<file path="src/hdl/address_port_registration_table_top_defines.svh">
// Assertion helpers for the table top RTL.
`ifndef ADDRESS_PORT_REGISTRATION_TABLE_TOP_DEFINES_SVH
`define ADDRESS_PORT_REGISTRATION_TABLE_TOP_DEFINES_SVH

// Checked on every rising clock edge once reset is released.
`define APRT_ASSERT(lbl, prop, msg) \
    lbl: assert property (@(posedge i_clk) disable iff (!i_rst_n) prop) else $error(msg);

// Checked on every rising clock edge, during reset as well.
`define APRT_ASSERT_ALWAYS(lbl, prop, msg) \
    lbl: assert property (@(posedge i_clk) prop) else $error(msg);

`endif

</file>
<file path="src/hdl/aprt_pkg.sv">
package aprt_pkg;

    // Operation codes.
    localparam logic [1:0] OP_REG = 2'd0;
    localparam logic [1:0] OP_QRY = 2'd1;
    localparam logic [1:0] OP_DEL = 2'd2;
    localparam logic [1:0] OP_CLR = 2'd3;

    // Status codes.
    localparam logic [1:0] ST_OK   = 2'd0;
    localparam logic [1:0] ST_MISS = 2'd1;
    localparam logic [1:0] ST_FULL = 2'd2;

    localparam int KEY_BYTES = 16;
    localparam int KEY_W     = 8 * KEY_BYTES;
    localparam logic [4:0] MAX_LEN = 5'd16;

    // One table slot; key holds address bytes 0 to 15, byte 0 in the top bits.
    typedef struct packed {
        logic             valid;
        logic [KEY_W-1:0] key;
        logic [4:0]       bytes;
        logic [15:0]      port;
    } t_entry;

    // Request and phase strobes broadcast to every cell.
    typedef struct packed {
        logic             cmp;
        logic             upd;
        logic [1:0]       op;
        logic             force_req;
        logic             ins;
        logic             any_hit;
        logic [15:0]      port;
        logic [KEY_W-1:0] addr;
    } t_ctrl;

    // Mask that selects the leading n bytes of a key (n from 0 to 16).
    function automatic logic [KEY_W-1:0] key_mask(input logic [4:0] n);
        logic [KEY_W-1:0] m;
        m = '0;
        for (int b = 0; b < KEY_BYTES; b++) begin
            if (5'(b) < n) begin
                m[KEY_W-1-8*b -: 8] = 8'hFF;
            end
        end
        return m;
    endfunction

endpackage

</file>
<file path="src/hdl/aprt_cell.sv">
module aprt_cell
    import aprt_pkg::*;
(
    input  logic        i_clk,
    input  logic        i_rst_n,
    input  t_ctrl       i_ctrl,
    input  t_entry      i_prev,
    input  t_entry      i_next,
    input  logic        i_hit_prior,
    input  logic [15:0] i_port_chain,
    output t_entry      o_entry,
    output logic        o_hit_prior,
    output logic [15:0] o_port_chain
);

    t_entry r_entry;
    t_entry n_entry;
    logic   r_match;
    logic   n_match;
    logic   w_first_hit;

    // This cell holds the newest match when no newer cell matched.
    assign w_first_hit  = r_match && !i_hit_prior;
    assign o_hit_prior  = i_hit_prior || r_match;
    assign o_port_chain = i_hit_prior ? i_port_chain : (r_match ? r_entry.port : 16'h0000);
    assign o_entry      = r_entry;

    // Compare in the first phase, shift or update in the second.
    always_comb begin
        n_entry = r_entry;
        n_match = r_match;
        if (i_ctrl.cmp) begin
            n_match = r_entry.valid &&
                      (((r_entry.key ^ i_ctrl.addr) & key_mask(r_entry.bytes)) == '0);
        end
        if (i_ctrl.upd) begin
            case (i_ctrl.op)
                OP_REG: begin
                    if (i_ctrl.ins) begin
                        n_entry = i_prev;
                    end else if (w_first_hit && i_ctrl.force_req) begin
                        n_entry.port = i_ctrl.port;
                    end
                end
                OP_DEL: begin
                    if (i_ctrl.any_hit && (i_hit_prior || r_match)) begin
                        n_entry = i_next;
                    end
                end
                OP_CLR: begin
                    n_entry.valid = 1'b0;
                end
                default: begin
                end
            endcase
        end
    end

    // Key and port are read only behind a set valid bit, so only the flags are reset.
    always_ff @(posedge i_clk) begin
        r_entry.key   <= n_entry.key;
        r_entry.bytes <= n_entry.bytes;
        r_entry.port  <= n_entry.port;
        if (!i_rst_n) begin
            r_entry.valid <= 1'b0;
            r_match       <= 1'b0;
        end else begin
            r_entry.valid <= n_entry.valid;
            r_match       <= n_match;
        end
    end

endmodule

</file>
<file path="config.mk">
export PLATFORM = sky130hd
export DESIGN_NAME = aprt_cell
export DESIGN_NICKNAME = d
export VERILOG_FILES = /design/src/hdl/address_port_registration_table_top_defines.svh /design/src/hdl/aprt_pkg.sv /design/src/hdl/aprt_cell.sv
export SDC_FILE = /design/constraint.sdc
export NUM_CORES = 1
export LEC_CHECK = 0
export ABC_AREA = 1
export BUFFER_PORTS_ARGS = -buffer_cell sky130_fd_sc_hd__buf_2
export CAP_MARGIN = 5
export CELL_PAD_IN_SITES_DETAIL_PLACEMENT = 0
export CELL_PAD_IN_SITES_GLOBAL_PLACEMENT = 1
export CORE_AREA = 2 2 249 251
export CTS_CLUSTER_DIAMETER = 40
export DETAILED_ROUTE_END_ITERATION = 6
export DIE_AREA = 0 0 251 253
export GPL_ROUTABILITY_DRIVEN = 0
export PLACE_DENSITY_LB_ADDON = 0.2
export SLEW_MARGIN = 25
export SYNTH_ARGS = -nofsm -noshare
export SYNTH_HDL_FRONTEND = slang
export SYNTH_SLANG_ARGS = --single-unit
</file>
<file path="constraint.sdc">
create_clock -name i_clk -period 9.15 [get_ports i_clk]
set_input_delay 0.4575 -clock i_clk [delete_from_list [all_inputs] [get_ports i_clk]]
set_output_delay 0.4575 -clock i_clk [all_outputs]
set_load 0.02 [all_outputs]
</file>
==> metrics.md <==
| Metric | Value |
|---|---|
| First-pass iteration count of the detailed router | `4` |
| Wire length of the first global-routing pass | `slightly below 60000 um` |
| Placed cells | `about 2400` |
| Max transition margin | `33.7%` |
| Highest ir drop seen on vdd | `around 0.15 mV` |
| Overall Power | `around 2.0 mW` |
| Largest clock skew in the final design | `between 10 and 15 ps` |
| Class of the tightest hold or removal check | `input port to flip-flop` |
| Total via count after detailed routing | `around 8900` |
| Vias in the first global route | `~9100` |
| Max Slew Vio Count | `0` |
| Maximum number of buffers from clock root to sink | `2` |
| Core Rows | `between 90 and 100` |
| Post-route antenna net violation count | `0` |
| Post-layout util | `between 20% and 30%` |
| Dominant cell type by area after synthesis | `sky130_fd_sc_hd__edfxtp_1` |
| Post-CTS sizing | `0` |
| TritonCTS Sinks | `roughly 150` |
| NumNets Final | `around 2100` |
| Latest clock arrival within the worst-skew pair | `just under 500 ps` |
| Starting Density | `~15%` |
| Hold Vio Cnt, Final | `0` |
| Sum Neg Setup Slack | `0 ps` |
| RSZ-0062 raised after global routing | `false` |
| Flops & latches, synth | `151` |
| Worst-Margin Slew | `991 ps` |
| Post-layout instance count excluding filler cells | `around 2400` |
| Outcome | `completed` |
| Syn Nets | `around 1400` |
| Total CTS buffers | `17` |
| Clk pin slew, worst setup/hold paths | `approximately 70 ps` |
| Area enclosed by the die boundary | `about 64000 um^2` |
| PnR worst setup slack | `about 7000 ps` |
| Dominant cells by area after synthesis | `sky130_fd_sc_hd__edfxtp_1 (49%), sky130_fd_sc_hd__mux2_2 (16%), sky130_fd_sc_hd__nand2_1 (13%)` |
| Fraction of post-synthesis cell area in the top cell type by area | `between 40% and 50%` |
| Part of the Yosys area used for sequential elements | `about half` |
| Aggregate routed wire length | `roughly 42000 um` |
| Avg Cell Area, Syn | `between 9 and 10 um^2` |
| Critical Path AT | `about 2800 ps` |
| Startpoint type of the worst setup path | `flip-flop` |
| Total of endpoints with negative setup slack in the final report | `0` |
| Core region area | `slightly above 60000 um^2` |
| Static leakage | `6.78 nW` |
| CTS H-tree lvls | `4` |
| Antenna violations before repair | `6` |
| CTS Root Buffer Type | `sky130_fd_sc_hd__clkbuf_16` |
| Via-per-instance ratio | `between 3 and 4` |
| Setup Slack @ Placement | `approximately 6400 ps` |
| Total of max-cap violations | `0` |
| Category of the most critical setup path | `flip-flop to flip-flop` |
| Crit end category | `flip-flop` |
| Max Clock Freq | `0.430 GHz` |
| Die boundary width | `roughly 250 um` |
| Cells after Synth | `977` |
| Total congestion overflow after global routing | `0` |
| Final Cycle Share | `25.4%` |
| Layout cells sized above 1 | `roughly 51%` |
| Maximum number of pins on one net before global-route repair | `between 100 and 150` |
| Count of warnings emitted by yosys | `0` |
| Count of port buffers added during placement | `~640` |
| Sequential cell area | `approximately 4500 um^2` |
| Unique masters post-synth | `27` |
| I/O pin total | `between 600 and 700` |
| Post-DR wirelength/cell | `approximately 17 um` |
| Initial DRC Count | `around 320` |
| Die height | `253 um` |
| Multi-input gate area | `between 4000 and 5000 um^2` |
| Netlist area before placement | `9140 um^2` |
| Number of filler cells placed in the layout | `between 6000 and 7000` |
| Largest fanout of any net on the critical path | `13` |
| Clock tree from TritonCTS | `done` |
| Data required time of the worst path | `9580 ps` |
| Synthesis-to-layout area growth | `52.5%` |
| Power density over the cells | `~140 nW/um^2` |
| Post-route minimum period | `2330 ps` |
| GRT Overall Usage | `12.8%` |
| Count of unresolved DRC violations after routing | `0` |
| Number of buffers inserted by post-CTS setup repair | `0` |
| Number of hold buffers added after CTS | `0` |
| HPWL after detailed placement | `34300 um` |
[cells in the final DEF (no fill, tap or decap), drive strengths merged]
master and n:
a21oi 5, a22o 16, a31oi 19, and3 1
buf 640, bufinv 6, clkbuf 21, clkinv 1
clkinvlp 3, dfxtp 2, diode 5, edfxtp 149
inv 140, mux2 133, nand2 320, nand3 23
nor2 62, nor3 5, o21ai 12, o31ai 1
or2 12, xnor2 38, xor2 15
[power by group]
| group | switching (mW) | total [mW] | internal (mW) | leakage, nW |
|---|---|---|---|---|
| sequential | 0.0193 | 0.815 | 0.796 | 1.38 |
| clock | 0.335 | 0.848 | 0.513 | 0.309 |
| combinational | 0.170 | 0.339 | 0.169 | 5.08 |
| total | 0.524 | 2.00 | 1.48 | 6.78 |
[logic make-up (layout without fill, tap and decap cells)]
family	count (synthesis)	in the layout	share of synthesized area (%)
buf+inv	164	811	6.99
flops	151	151	49.4
compound gates	53	53	3.93
simple gates	423	423	18.2
mux	133	133	16.4
other cells	0	5	0
xor+xnor	53	53	5.08
[routing by layer]
metal  part of all wire, %  vias up  global-route usage (%)
met4                   1.9        4                    4.57
met1                    39     4034                    14.2
met3                   6.2       42                    3.90
met5                 0.062        -                       0
li1                      -     4466                       -
met2                    53      315                    23.1
[final timing paths]
kind	to	cells past startpoint	slack, ps	from
setup / recovery	r_match	11	6820	o_entry[20]
hold / removal	r_match	3	230	i_rst_n
setup reg to reg	r_match	11	6820	o_entry[20]
hold reg to reg	o_entry[149]	2	510	o_entry[149]
[state kept, by name, indices dropped and copies added, names as in the netlist]
name	flops
o_entry	150
r_match	1
[cell usage after synthesis (all sizes together)]
| library cell | number |
|---|---|
| or2 | 12 |
| a31oi | 19 |
| mux2 | 133 |
| xnor2 | 38 |
| xor2 | 15 |
| nand3 | 23 |
| buf | 21 |
| inv | 138 |
| a22o | 16 |
| clkbuf | 4 |
| dfxtp | 2 |
| nand2 | 320 |
| a21oi | 5 |
| nor2 | 62 |
| nor3 | 5 |
| o21ai | 12 |
| and3 | 1 |
| edfxtp | 149 |
| o31ai | 1 |
| clkinv | 1 |
[metrics by stage]
step | area [um^2] | hold WS (ps)
2_1_floorplan | 9140 | 531
3_3_place_gp | 13300 | 549
3_5_place_dp | 13300 | 549
4_1_cts | 13900 | 180
5_1_grt | 13900 | 207
6_report | 13900 | 228
[critical path, cell delays in order (launching register included)]
cell and delay (ps):
sky130_fd_sc_hd__edfxtp_1 620, sky130_fd_sc_hd__nor2_4 270, sky130_fd_sc_hd__nand2_2 200, sky130_fd_sc_hd__nand2_1 100, sky130_fd_sc_hd__nand2_1 50, sky130_fd_sc_hd__nor2_1 330, sky130_fd_sc_hd__nand2_1 90, sky130_fd_sc_hd__nor2_1 90
sky130_fd_sc_hd__nand3_1 150, sky130_fd_sc_hd__nor2_1 120, sky130_fd_sc_hd__nand2_1 110, sky130_fd_sc_hd__a21oi_2 120
[final cells by class]
cell class | instances | share of cell area [%]
antenna | 5 | 0.0898
multi-input combinational | 662 | 28.8
sequential | 151 | 32.4
clock buffer | 21 | 3.16
tap | 790 | 7.09
clock inverter | 11 | 1.58
timing repair buffer | 640 | 23.2
inverter | 139 | 3.74
Power figures use the tool's default switching activity.
